===== config.mk =====
export PLATFORM = sky130hd
export DESIGN_NAME = skt_ram
export DESIGN_NICKNAME = d
export VERILOG_FILES = /design/src/rtl/skt_ram.sv
export SDC_FILE = /design/constraint.sdc
export NUM_CORES = 1
export LEC_CHECK = 0
export BUFFER_PORTS_ARGS = -buffer_cell sky130_fd_sc_hd__buf_4
export CAP_MARGIN = 30
export CORE_AREA = 2 2 110 112
export DETAILED_ROUTE_END_ITERATION = 10
export DIE_AREA = 0 0 112 114
export PLACE_DENSITY = 0.64
export SLEW_MARGIN = 20
export SYNTH_ARGS = -nofsm -noshare
export SYNTH_HDL_FRONTEND = slang
export SYNTH_SLANG_ARGS = --single-unit
export TNS_END_PERCENT = 30

===== constraint.sdc =====
create_clock -name clk -period 2.2 [get_ports clk]
set_input_delay 0.44 -clock clk [delete_from_list [all_inputs] [get_ports clk]]
set_output_delay 0.44 -clock clk [all_outputs]
set_load 0.005 [all_outputs]

===== src/rtl/skt_ram.sv =====
module skt_ram #(
    parameter int WIDTH = 8,
    parameter int DEPTH = 16
) (
    input  logic                     clk,
    input  logic                     we,
    input  logic [$clog2(DEPTH)-1:0] waddr,
    input  logic [WIDTH-1:0]         wdata,
    input  logic [$clog2(DEPTH)-1:0] raddr,
    output logic [WIDTH-1:0]         rdata
);

    logic [WIDTH-1:0] mem [DEPTH];
    logic [WIDTH-1:0] rdata_reg;

    always_ff @(posedge clk)
    begin
        if (we)
        begin
            mem[waddr] <= wdata;
        end
        rdata_reg <= mem[raddr];
    end

    assign rdata = rdata_reg;

endmodule


Word-level counts from Yosys, hierarchy flattened:

Memory sizes are Yosys's and may differ from the RTL's. A register that Yosys moved wholly into a read port is not among the register bits.
Cells that the tools add are included.

* bits in writable memories: 128
* memory bits (read-only): 0
* memories kept: 1
* bits in registers: 0
* latch bits: 0
* bits of input ports: 18

* divide/modulo/power cells: 0
* order comparisons: 0
* shifts and indexed selects: 0
* bitwise gates (word level): 0
* reduce and logical (&&, ||, !) cells: 0
* eq/ne operators: 0
* multiplexer cells: 2
* multipliers: 0
* $add $sub $neg: 0

Memory list
* mem: depth 16, bits a word 8, rd ports 1, clocked after memory_dff 1, write ports 1, line 13 `logic [WIDTH-1:0] mem [DEPTH];`

Operators with widths (number)
* two-way mux 1 bit: 2

Longest topological paths before layout:

* word-level depth: 2
* gate-level depth with buffers: 5
* gate-level depth less buffers: 3

Worst setup path after synthesis:

Ideal clock, no wire load.

* path type: input port to flip-flop
* start: input port waddr[2]
* end: memory mem[0][0] (enable)
* arrival time: 1.550 ns
* stages on the path: 2
* library setup time: 0.383 ns
* path buffers: 0
* setup slack: 0.267 ns
* path through: or3b_2 nor3_1

RTL lines
* from (decl): line 7 `input logic [$clog2(DEPTH)-1:0] waddr,`
* to (decl): line 13

No word-level cell before the write port.

==> run metrics <==
vias per std cell 5.55; clock tree sinks 136; antenna cells 0; # DRC 0; Synth Area per Inst 22.5 sq um; Setup crit end kind flip-flop; endpoints failing setup 0; Layout Nets 302; routability cong. 0.752; post-route ant nets 0; TritonCTS clock tree done; commonest non-fill, non-tap cell in the layout edfxtp_1; Leak 2.09 nW; critical path class input pin to flip-flop; # H-tree levels 4; sw frac 20.8%; achievable clock frequency 678 MHz; Synth warnings 0; die height 114 um; number of iterations in the first detailed-routing pass 4; fin crit share 67.0%; final max-slew violation count 0; Crit path arrival time 1.76 ns; Top Ports 26; TritonCTS buffer count 17; part of the power in the clock network 46.1%; Initial Utilization 44.0%; Resize count post-CTS 0; Logic pwr share 4.8%; Flop pwr share 49.1%; worst min path class input pin to flip-flop; setup bufs post-CTS 0; RSZ-0062 raised after global routing false; CORE AREA 11,700 sq um; CP peak stage delay 0.57 ns; Root Driver clkbuf_16; Bufs on Longest Clock Path 2; Worst Setup Start Kind input pin; Overflow after GRT 0; max reg flops 128; # rows 40; Setup Skew 0.0110 ns; critical path's slowest cell mux4_1; cell count after synthesis 229; total power 5.94 mW; setup tns final 0 ns; via count 2,465; DRT Wirelength 10,000 um; multi-input logic area 1060 sq um; port buffer count 25; hpwl dp 6360 um; clk_lat worst skew 0.41 ns; post-synthesis cell type count 19; Overall Global Routing Usage 17.0%; P&R area growth vs syn 20.4%; Critical Path RT 2.49 ns; Int Pwr 4.70 mW; Fin Hold WS 0.330 ns; fill count 961; initial antenna violation count 0; Reg area 4000 sq um; sw power 1.23 mW; Die Area 12,800 sq um; Die Width 112 um; minimum clock period 1.47 ns; Avg WL per Cell 22.6 um; Clock Pin Slew Worst Setup and Hold Paths 0.06 ns; Initial DRC Count 116; highest-count cells in the layout ignoring fill and taps edfxtp_1 (128), buf_4 (44), mux4_2 (18); Max-slew headroom 57.7%; largest net degree at the start of global routing 33; Final Hold Viols 0; Yosys reg bits 136; ratio of cells with drive above 1 in the final layout 32.0%; status finished clean; PwrDens 958 nW/um^2; CP Max Fanout 12; first-pass GRT wire length 15,500 um; Syn Std Cell Area 5150 sq um; CP Cell Sequence buf_4 -> buf_12 -> mux4_1 -> a22oi_1 -> nand2_1; sequential share of the synthesized area 77.8%; slew at the pin closest to its max-slew limit 0.632 ns; count of hold-fix buffers inserted at cts 0; max-cap check violation count 0; vias in the first global route 2,543; Max VDD drop 0.552 mV; syn nets 247
-- cells by family (layout without fill, tap and decap cells) --
family                 Yosys count  after routing  share of synthesized area [%]
flip-flops                     136            136                           77.8
AND/OR/NAND/NOR                 35             35                           3.18
multiplexers                    32             32                           15.0
AO/OA/AOI/OAI                   16             16                           2.33
buffers and inverters           10             78                           1.68
-- cell type report --
| class | instances | area share [%] |
|---|---|---|
| flip-flops and latches | 136 | 64.6 |
| multi-input cells | 83 | 17.1 |
| clock buffers | 18 | 6.93 |
| repair buffers | 46 | 5.98 |
| well taps | 147 | 2.97 |
| clock inverters | 14 | 2.44 |
-- worst max-delay path: cells and delay by family --
kind	cells	cell delay, ns
buf+inv	2	0.38
mux	1	0.57
compound gates	1	0.27
simple gates	1	0.09
-- per-stage QoR --
step	instance area [sq um]	util (%)	worst slack, ns	std cells
after floorplan	5150	-	0.267	229
after global placement	5620	47.9	0.302	412
after detailed placement	5620	47.9	0.279	412
after CTS	6200	52.9	0.725	444
after global routing	6200	52.9	0.635	444
final	6200	52.9	0.726	444
-- metal layers --
layer	vias up	global-route usage, %	part of all wire [%]
met5	-	0	0
met3	2	4.52	5.7
met1	1297	24.8	46
met4	0	4.88	0.31
li1	1084	-	-
met2	82	25.7	48
-- path summary, 6_finish.rpt --
check | start | end | slack, ns | cells past startpoint
worst min-delay path | wdata[1] | mem[7][1] | 0.33 | 1
worst min register to register | mem[15][6] | rdata[6] | 0.68 | 3
worst max-delay path | raddr[0] | rdata[5] | 0.73 | 5
worst max register to register | mem[3][2] | rdata[2] | 0.79 | 3
-- synth_stat cells --
library cell / instances / area share, %
buf_4: 1 / 0.15
clkdlybuf4s25_2: 3 / 0.58
nand3b_1: 2 / 0.29
and2b_1: 1 / 0.15
nand2b_1: 2 / 0.24
mux4_2: 18 / 7.9
nor2b_1: 1 / 0.12
edfxtp_1: 128 / 75
or3b_2: 1 / 0.17
nor3_1: 4 / 0.39
buf_6: 3 / 0.66
nand2_1: 9 / 0.66
nand3_1: 1 / 0.097
buf_2: 3 / 0.29
and2_1: 1 / 0.12
mux4_1: 14 / 7.1
a22oi_1: 16 / 2.3
nor2_1: 13 / 0.95
dfxtp_1: 8 / 3.1
-- power groups by stage --
stage | clock network, mW | registers (mW) | logic (mW)
2_1_floorplan | 0 | 2.96 | 0.147
3_3_place_gp | 0 | 2.97 | 0.284
3_5_place_dp | 0 | 2.97 | 0.291
4_1_cts | 2.78 | 2.92 | 0.291
5_1_grt | 2.89 | 2.92 | 0.315
6_report | 2.74 | 2.91 | 0.286
No activity file was read; power rests on OpenSTA's default activity.
