==> config.mk <==
export PLATFORM = sky130hd
export DESIGN_NAME = skt_seq
export DESIGN_NICKNAME = d
export VERILOG_FILES = /design/src/rtl/skt_pkg.sv /design/src/rtl/skt_seq.sv
export SDC_FILE = /design/constraint.sdc
export NUM_CORES = 1
export LEC_CHECK = 0
export ABC_AREA = 0
export BUFFER_PORTS_ARGS = -buffer_cell sky130_fd_sc_hd__buf_2
export CAP_MARGIN = 5
export CORE_MARGIN = 2
export CORE_UTILIZATION = 35
export CTS_BUF_LIST = sky130_fd_sc_hd__clkbuf_2 sky130_fd_sc_hd__clkbuf_4 sky130_fd_sc_hd__clkbuf_8
export DETAILED_ROUTE_END_ITERATION = 7
export PLACE_DENSITY = 0.67
export SLEW_MARGIN = 40
export SYNTH_ARGS = -nofsm -noshare
export SYNTH_HDL_FRONTEND = slang
export SYNTH_SLANG_ARGS = --single-unit
==> constraint.sdc <==
create_clock -name clk -period 4.1 [get_ports clk]
set_input_delay 1.025 -clock clk [delete_from_list [all_inputs] [get_ports clk]]
set_output_delay 1.025 -clock clk [all_outputs]
set_load 0.005 [all_outputs]
==> src/rtl/skt_pkg.sv <==
package skt_pkg;

    localparam int DEPTH   = 128;
    localparam int ADDR_W  = $clog2(DEPTH);
    localparam int CNT_W   = $clog2(DEPTH + 1);

    localparam int CMD_W   = 2;
    localparam int KEY_W   = 16;
    localparam int PRICE_W = 32;
    localparam int POS_W   = 7;
    localparam int STAT_W  = 3;
    localparam int COUNT_W = 8;
    localparam int ENTRY_W = KEY_W + PRICE_W;

    localparam logic [CMD_W-1:0] CMD_INSERT = 2'd0;
    localparam logic [CMD_W-1:0] CMD_REMOVE = 2'd1;
    localparam logic [CMD_W-1:0] CMD_SEARCH = 2'd2;
    localparam logic [CMD_W-1:0] CMD_READ   = 2'd3;

    localparam logic [STAT_W-1:0] STAT_OK        = 3'd0;
    localparam logic [STAT_W-1:0] STAT_DUPLICATE = 3'd1;
    localparam logic [STAT_W-1:0] STAT_NOT_FOUND = 3'd2;
    localparam logic [STAT_W-1:0] STAT_FULL      = 3'd3;
    localparam logic [STAT_W-1:0] STAT_EMPTY     = 3'd4;

    typedef struct packed {
        logic [KEY_W-1:0]   key;
        logic [PRICE_W-1:0] price;
    } skt_entry_t;

    typedef struct packed {
        logic              we;
        logic [ADDR_W-1:0] waddr;
        skt_entry_t        wdata;
        logic [ADDR_W-1:0] raddr;
    } skt_mem_req_t;

    typedef struct packed {
        logic [STAT_W-1:0]  status;
        logic [KEY_W-1:0]   key;
        logic [PRICE_W-1:0] price;
        logic [COUNT_W-1:0] count;
    } skt_result_t;

endpackage

==> src/rtl/skt_seq.sv <==
module skt_seq
    import skt_pkg::*;
(
    input  logic                clk,
    input  logic                rst_n,
    input  logic                in_valid,
    output logic                in_ready,
    input  logic [CMD_W-1:0]    cmd,
    input  logic [KEY_W-1:0]    key,
    input  logic [PRICE_W-1:0]  price_in,
    input  logic [POS_W-1:0]    position,
    output skt_mem_req_t        mem_req,
    input  skt_entry_t          mem_rdata,
    output skt_result_t         result,
    output logic                result_valid,
    input  logic                result_take
);

    localparam logic [3:0] S_IDLE     = 4'd0;
    localparam logic [3:0] S_SCAN_RD  = 4'd1;
    localparam logic [3:0] S_SCAN_CHK = 4'd2;
    localparam logic [3:0] S_READ_RD  = 4'd3;
    localparam logic [3:0] S_READ_CHK = 4'd4;
    localparam logic [3:0] S_SHIFT_RD = 4'd5;
    localparam logic [3:0] S_SHIFT_WR = 4'd6;
    localparam logic [3:0] S_PUT      = 4'd7;
    localparam logic [3:0] S_DONE     = 4'd8;

    logic [3:0]         state_reg, state_next;
    logic [CMD_W-1:0]   cmd_reg, cmd_next;
    logic [KEY_W-1:0]   key_reg, key_next;
    logic [PRICE_W-1:0] price_reg, price_next;
    logic [CNT_W-1:0]   idx_reg, idx_next;
    logic [CNT_W-1:0]   stop_reg, stop_next;
    logic [CNT_W-1:0]   count_reg, count_next;
    logic [STAT_W-1:0]  res_status_reg, res_status_next;
    logic [KEY_W-1:0]   res_key_reg, res_key_next;
    logic [PRICE_W-1:0] res_price_reg, res_price_next;

    logic             scan_hit;
    logic             scan_miss;
    logic [CNT_W-1:0] idx_up;
    logic [CNT_W-1:0] idx_down;

    assign idx_up   = idx_reg + CNT_W'(1);
    assign idx_down = idx_reg - CNT_W'(1);

    always_comb
    begin
        state_next      = state_reg;
        cmd_next        = cmd_reg;
        key_next        = key_reg;
        price_next      = price_reg;
        idx_next        = idx_reg;
        stop_next       = stop_reg;
        count_next      = count_reg;
        res_status_next = res_status_reg;
        res_key_next    = res_key_reg;
        res_price_next  = res_price_reg;
        scan_hit        = 1'b0;
        scan_miss       = 1'b0;
        mem_req.we      = 1'b0;
        mem_req.waddr   = idx_reg[ADDR_W-1:0];
        mem_req.wdata   = mem_rdata;
        mem_req.raddr   = idx_reg[ADDR_W-1:0];

        case (state_reg)
            S_IDLE:
            begin
                if (in_valid)
                begin
                    cmd_next        = cmd;
                    key_next        = key;
                    price_next      = price_in;
                    idx_next        = '0;
                    res_status_next = STAT_OK;
                    res_key_next    = '0;
                    res_price_next  = '0;
                    state_next      = S_SCAN_RD;
                    if (cmd == CMD_REMOVE && count_reg == '0)
                    begin
                        res_status_next = STAT_EMPTY;
                        state_next      = S_DONE;
                    end
                    else if (cmd == CMD_READ)
                    begin
                        idx_next = CNT_W'(position);
                        if (CNT_W'(position) >= count_reg)
                        begin
                            res_status_next = STAT_NOT_FOUND;
                            state_next      = S_DONE;
                        end
                        else
                        begin
                            state_next = S_READ_RD;
                        end
                    end
                end
            end
            S_SCAN_RD:
            begin
                if (idx_reg == count_reg)
                begin
                    scan_miss = 1'b1;
                end
                else
                begin
                    state_next = S_SCAN_CHK;
                end
            end
            S_SCAN_CHK:
            begin
                if (mem_rdata.key == key_reg)
                begin
                    scan_hit = 1'b1;
                end
                else if (mem_rdata.key > key_reg)
                begin
                    scan_miss = 1'b1;
                end
                else
                begin
                    idx_next   = idx_up;
                    state_next = S_SCAN_RD;
                end
            end
            S_READ_RD:
            begin
                state_next = S_READ_CHK;
            end
            S_READ_CHK:
            begin
                res_key_next   = mem_rdata.key;
                res_price_next = mem_rdata.price;
                state_next     = S_DONE;
            end
            S_SHIFT_RD:
            begin
                if (cmd_reg == CMD_INSERT)
                begin
                    mem_req.raddr = idx_down[ADDR_W-1:0];
                    state_next    = (idx_reg == stop_reg) ? S_PUT : S_SHIFT_WR;
                end
                else
                begin
                    mem_req.raddr = idx_up[ADDR_W-1:0];
                    if (idx_up >= count_reg)
                    begin
                        count_next = count_reg - CNT_W'(1);
                        state_next = S_DONE;
                    end
                    else
                    begin
                        state_next = S_SHIFT_WR;
                    end
                end
            end
            S_SHIFT_WR:
            begin
                mem_req.we = 1'b1;
                idx_next   = (cmd_reg == CMD_INSERT) ? idx_down : idx_up;
                state_next = S_SHIFT_RD;
            end
            S_PUT:
            begin
                mem_req.we          = 1'b1;
                mem_req.wdata.key   = key_reg;
                mem_req.wdata.price = price_reg;
                count_next          = count_reg + CNT_W'(1);
                res_key_next        = key_reg;
                res_price_next      = price_reg;
                state_next          = S_DONE;
            end
            S_DONE:
            begin
                if (result_take)
                begin
                    state_next = S_IDLE;
                end
            end
            default:
            begin
                state_next = S_IDLE;
            end
        endcase

        if (scan_hit)
        begin
            case (cmd_reg)
                CMD_INSERT:
                begin
                    res_status_next = STAT_DUPLICATE;
                    state_next      = S_DONE;
                end
                CMD_REMOVE:
                begin
                    res_key_next   = mem_rdata.key;
                    res_price_next = mem_rdata.price;
                    state_next     = S_SHIFT_RD;
                end
                default:
                begin
                    res_key_next   = mem_rdata.key;
                    res_price_next = mem_rdata.price;
                    state_next     = S_DONE;
                end
            endcase
        end

        if (scan_miss)
        begin
            if (cmd_reg == CMD_INSERT)
            begin
                if (count_reg == CNT_W'(DEPTH))
                begin
                    res_status_next = STAT_FULL;
                    state_next      = S_DONE;
                end
                else
                begin
                    stop_next  = idx_reg;
                    idx_next   = count_reg;
                    state_next = S_SHIFT_RD;
                end
            end
            else
            begin
                res_status_next = STAT_NOT_FOUND;
                state_next      = S_DONE;
            end
        end
    end

    always_ff @(posedge clk or negedge rst_n)
    begin
        if (!rst_n)
        begin
            state_reg <= S_IDLE;
            count_reg <= '0;
        end
        else
        begin
            state_reg <= state_next;
            count_reg <= count_next;
        end
    end

    always_ff @(posedge clk)
    begin
        cmd_reg        <= cmd_next;
        key_reg        <= key_next;
        price_reg      <= price_next;
        idx_reg        <= idx_next;
        stop_reg       <= stop_next;
        res_status_reg <= res_status_next;
        res_key_reg    <= res_key_next;
        res_price_reg  <= res_price_next;
    end

    assign in_ready     = (state_reg == S_IDLE);
    assign result_valid = (state_reg == S_DONE);
    assign result.status = res_status_reg;
    assign result.key    = res_key_reg;
    assign result.price  = res_price_reg;
    assign result.count  = COUNT_W'(count_reg);

endmodule

---- After elaboration in Yosys (flattened, before gate mapping) ----
Index checks and enable logic that the tools add are counted.
word-level totals
  flip-flop bits (word level) ............. 129
  bits in latches ......................... 0
  bits in writable memories ............... 0
  memory bits (read-only) ................. 0
  input bits .............................. 109
  memories ................................ 0
cells by class
  add/subtract/negate cells ............... 4
  multiply operators ...................... 0
  divide/modulo/power cells ............... 0
  order comparisons ....................... 3
  eq/ne operators ......................... 22
  shift operators ......................... 0
  mux-type cells .......................... 58
  bitwise gates (word level) .............. 1
  reduce and logical (&&, ||, !) cells .... 11
operators with widths
  cell                                                                 number
  32-bit two-way mux                                                   3
  32-bit one-hot mux with 3 select lines                               1
  8-bit two-way mux                                                    9
  4-bit two-way mux                                                    15
  16-bit two-way mux                                                   3
  48-bit two-way mux                                                   1
  16-bit one-hot mux with 3 select lines                               1
  4-bit one-hot mux with 8 select lines                                1
  7-bit two-way mux                                                    4
  3-bit two-way mux                                                    8
  8-bit one-hot mux with 3 select lines                                1
  8-bit by 1-bit adder with 8-bit output (second input constant)       2
  16-bit == test                                                       1
  4-bit by 3-bit == test with 1-bit output (second input constant)     4
  8-bit == test                                                        2
  16-bit > comparator                                                  1
  8-bit one-hot mux with 2 select lines                                1
  8-bit by 1-bit subtractor with 8-bit output (second input constant)  2
  4-bit inequality test (second input constant)                        3
  4-bit by 2-bit == test with 1-bit output (second input constant)     2
  8-bit == test (second input constant)                                1
  7-bit by 8-bit >= comparator with 1-bit output                       1
  8-bit >= comparator                                                  1
  8-bit logical NOT                                                    1
  19 further kinds                                                     30

---- Longest topological paths before layout ----
  depth in word-level cells ............... 11
  mapped depth ............................ 14
  gate-level depth less buffers ........... 12

---- Worst setup path after synthesis ----
No wires, ideal clock.
  kind .................................... in2reg
  start ................................... input port mem_rdata[43] (netlist bit)
  end ..................................... register state_reg[0]
  library setup time ...................... 0.080 ns
  arrival ................................. 2.931 ns
  data required time ...................... 4.020 ns
  slack ................................... 1.088 ns
  stages on the path ...................... 8
  path buffers ............................ 0
  cell sequence ........................... ha_1 -> a21oi_2 -> o21ai_2 -> a221oi_4 -> a31oi_1 -> or2_1 -> or4_4 -> o211ai_2
on the way
  cells in the longest elaborated chain, start to end .. 6
  elaborated cells between the ends (all ways) .. 15
  classes of those cells .................. 1 x order compare; 6 x eq/ne; 7 x mux; 1 x reduce/logical
RTL lines
  item                                                            line            text
  from (decl)                                                     skt_seq.sv:13   input skt_entry_t mem_rdata,
  16-bit > comparator                                             skt_seq.sv:117  else if (mem_rdata.key > key_reg)
  1-bit two-way mux                                               skt_seq.sv:117
  1-bit two-way mux                                               skt_seq.sv:113  if (mem_rdata.key == key_reg)
  1-bit one-hot mux with 2 select lines                           skt_seq.sv:67   case (state_reg)
  4-bit inequality test (no source line) (tied with other cells)  --
  5-bit AND reduction (no source line)                            --
  to (signal assigned)                                            skt_seq.sv:243  state_reg <= state_next;
  to (decl)                                                       skt_seq.sv:29   logic [3:0] state_reg, state_next;
Parallel ways exist; a longest one is shown, timed or not.
A chain may end at the register's enable or synchronous reset.

==> summary.txt <==
====================================================================================
Die boundary height                                                         148.4 um
Count of unique library cells instantiated by Yosys                               73
Antenna viol nets, final                                                           0
VDD IR-drop max                                                          0.0002926 V
Number of max-cap violations                                                       0
Result of the run                                                       finished clean
Number of buffers added to fix hold violations after cts                           0
RSZ-0062 raised after global routing                                              no
Critical path endpoint category                                           output pin
Seq/Total Area, Yosys                                                         44.15%
Tightest hold margin                                                        433.2 ps
Global placement routability congestion                                       0.9242
Largest fanout on the critical path                                               37
Worst min-delay path class                                                  in2async
H-tree depth                                                                       4
Worst clock skew on the final layout                                        20.55 ps
Final cell area excluding filler cells                                     9084 um^2
# nets final                                                                   1,182
Global-route total usage across every layer                                   21.36%
R2R cell count                                                                    10
Utilization of the core after routing                                         44.61%
Half-perimeter wire length after detailed placement                         17.10 mm
P&R area growth vs syn                                                        24.42%
Total standard cell area after synthesis                                   7301 um^2
Required @ worst endpoint                                                    3070 ps
Placed insts                                                                   1,284
Setup slack on the worst flop-to-flop path                                    910 ps
Final count of hold timing violations                                              0
Initial standard-cell utilization of the core                                 35.85%
Most common cell after layout, fill and taps aside                             buf_2
Clock tree from TritonCTS                                                      built
CTS clock-pin slew for the worst setup and hold paths                          90 ps
Transition time of the tightest slew-check pin                              800.2 ps
Synthesized net count                                                            972
Number of antenna violations at the first check in global routing                  1
Total detailed-routing wirelength                                           23.84 mm
Detailed Route Iter0 Violations                                                  580
Setup crit start kind                                                       register
Launching point of the worst reg2reg path                               state_reg[3]
Arrival time worst endpoint                                                  2590 ps
Post-CTS Repair Setup Buffers                                                      0
Total Die Area                                                           22,030 um^2
Core area                                                                20,360 um^2
WL per Instance                                                             18.10 um
Period Utilization, post-route                                                88.21%
Final Slew Violations                                                              0
Floorplan die width                                                         148.4 um
Maximum number of pins on one net before global-route repair                      83
Setup-violating endpoint count in the final report                                 0
Flops & latches, synth                                                           129
Dominant register cell in the synthesized netlist                            dfxtp_1
Synthesized instance count                                                       823
Synthesis Warnings                                                                 0
Category of the most critical setup path                                     reg2out
Final worst path period need                                                 3617 ps
Count of clock tree sinks                                                        129
Proportion of synthesized flip-flops having asynchronous set or reset         9.302%
Non-filler instance count after layout                                         1,317
Fill cells                                                                     2,025
Clock buffer count from CTS                                                       17
Post-synthesis area per instance                                          8.871 um^2
Pwr/cell area                                                           654.8 nW/um^2
R2r endpoint                                                            count_reg[7]
Most frequent cells in the layout                                       buf_2, nand2_1, o21ai_0
DRC errors left                                                                    0
Gr ovfl total                                                                      0
Number of enable-type register cells in the synthesized netlist                   58
Share of post-route cells with drive strength above 1                         28.97%
Post-CTS Resized                                                                   0
Total number of vias                                                           6,944
Initial DRT Pass Iterations                                                        5
Buffer depth of the longest clock path                                             2
Max transition margin                                                         46.57%
Upper clock frequency limit                                               0.2765 GHz
Port bufs                                                                        232
Placement Rows                                                                    52
Skew-Pair Late Insertion Delay                                                460 ps
Mean number of vias per cell                                                   5.273
Via count of the first global-routing pass                                     6,710
Placed inst area                                                           8655 um^2
Cell at the root of the clock tree                                          clkbuf_8
Static Leak                                                              0.004049 uW
Post-Route Setup TNS                                                            0 ps
I/O pin cnt                                                                      233
Wire length of the first global-routing pass                                36.85 mm
====================================================================================
layout make-up:
| class | count | area, um^2 | share of cell area, % |
|---|---|---|---|
| Antenna cell | 1 | 2.502 | 0.02755 |
| Clock buffer | 17 | 234.0 | 2.576 |
| Clock inverter | 15 | 188.9 | 2.080 |
| Inverter | 38 | 142.6 | 1.570 |
| Multi-Input combinational cell | 599 | 3657 | 40.26 |
| Sequential cell | 129 | 3223 | 35.48 |
| Tap cell | 270 | 337.8 | 3.719 |
| Timing Repair Buffer | 248 | 1297 | 14.28 |
critical path: stages, from the launching register on:
cell	delay, ps
dfrtp_1	630
nor2b_1	170
and3_2	270
inv_2	490
buf_12	280
nand2_1	80
nand2_1	90
buf_2	120
synthesized netlist by cell type (4+ instances only):
| library cell | n | area, um^2 |
|---|---|---|
| nand4_1 | 7 | 43.79 |
| a221oi_1 | 6 | 52.55 |
| edfxtp_1 | 58 | 1742 |
| nand2_1 | 191 | 716.9 |
| buf_1 | 5 | 18.77 |
| o21ai_0 | 93 | 465.5 |
| nand3_1 | 10 | 50.05 |
| a31oi_1 | 9 | 56.30 |
| xor2_1 | 11 | 96.34 |
| dfrtp_1 | 12 | 300.3 |
| nor3_1 | 9 | 45.04 |
| clkbuf_1 | 31 | 116.4 |
| a21o_1 | 7 | 52.55 |
| o2bb2ai_1 | 4 | 35.03 |
| nor4_1 | 5 | 31.28 |
| a21oi_1 | 18 | 90.09 |
| and3_1 | 7 | 43.79 |
| buf_2 | 8 | 40.04 |
| nor2_1 | 27 | 101.4 |
| inv_1 | 36 | 135.1 |
| a22oi_1 | 50 | 375.4 |
| dfxtp_1 | 59 | 1181 |
| nor2b_1 | 5 | 31.28 |
| buf_4 | 9 | 67.56 |
| xnor2_1 | 26 | 227.7 |
| ha_1 | 39 | 488.0 |
power by group:
group | total (uW) | switching (uW) | internal (uW)
sequential | 2160 | 354 | 1800
clock | 1200 | 629 | 575
combinational | 2590 | 1490 | 1100
total | 5950 | 2470 | 3480
layer usage:
metal	wire [um]	up-vias	GRT usage, %	part of all wire [%]
li1	-	3353	-	-
met1	10320	3248	28.54	43
met2	11100	294	33.52	47
met3	1842	47	5.613	7.7
met4	568	2	7.619	2.4
met5	13	-	0	0.055
cell families (layout without fill, tap and decap cells):
logic type | Yosys count | in the layout | share of synthesized area, %
other | 0 | 1 | 0
AOI/OAI and AO/OA | 224 | 224 | 19.88
DFF | 129 | 129 | 44.15
adders and majority gates | 40 | 40 | 6.958
muxes | 4 | 4 | 0.5656
and+or+nand+nor | 294 | 294 | 18.20
buffers and inverters | 95 | 318 | 5.810
xor gates and xnor gates | 37 | 37 | 4.439
through the flow:
step	setup WS [ps]	total power, uW
2_1_floorplan	1088	3798
3_3_place_gp	850.6	4692
3_5_place_dp	789.9	4751
4_1_cts	424.0	5973
5_1_grt	213.0	6402
6_report	483.3	5948
worst max path at each step:
stage / endpoint / depth (start not counted) / slack [ps] / start
2_1_floorplan: state_reg[0] / 8 / 1090 / mem_rdata[43]
3_3_place_gp: state_reg[0] / 9 / 850 / mem_rdata[43]
3_5_place_dp: idx_reg[1] / 8 / 790 / mem_rdata[35]
4_1_cts: mem_req[39] / 6 / 420 / state_reg[3]
5_1_grt: mem_req[41] / 7 / 210 / state_reg[3]
6_report: mem_req[22] / 7 / 480 / state_reg[3]
Note: power is estimated with default switching activity, not from simulation.
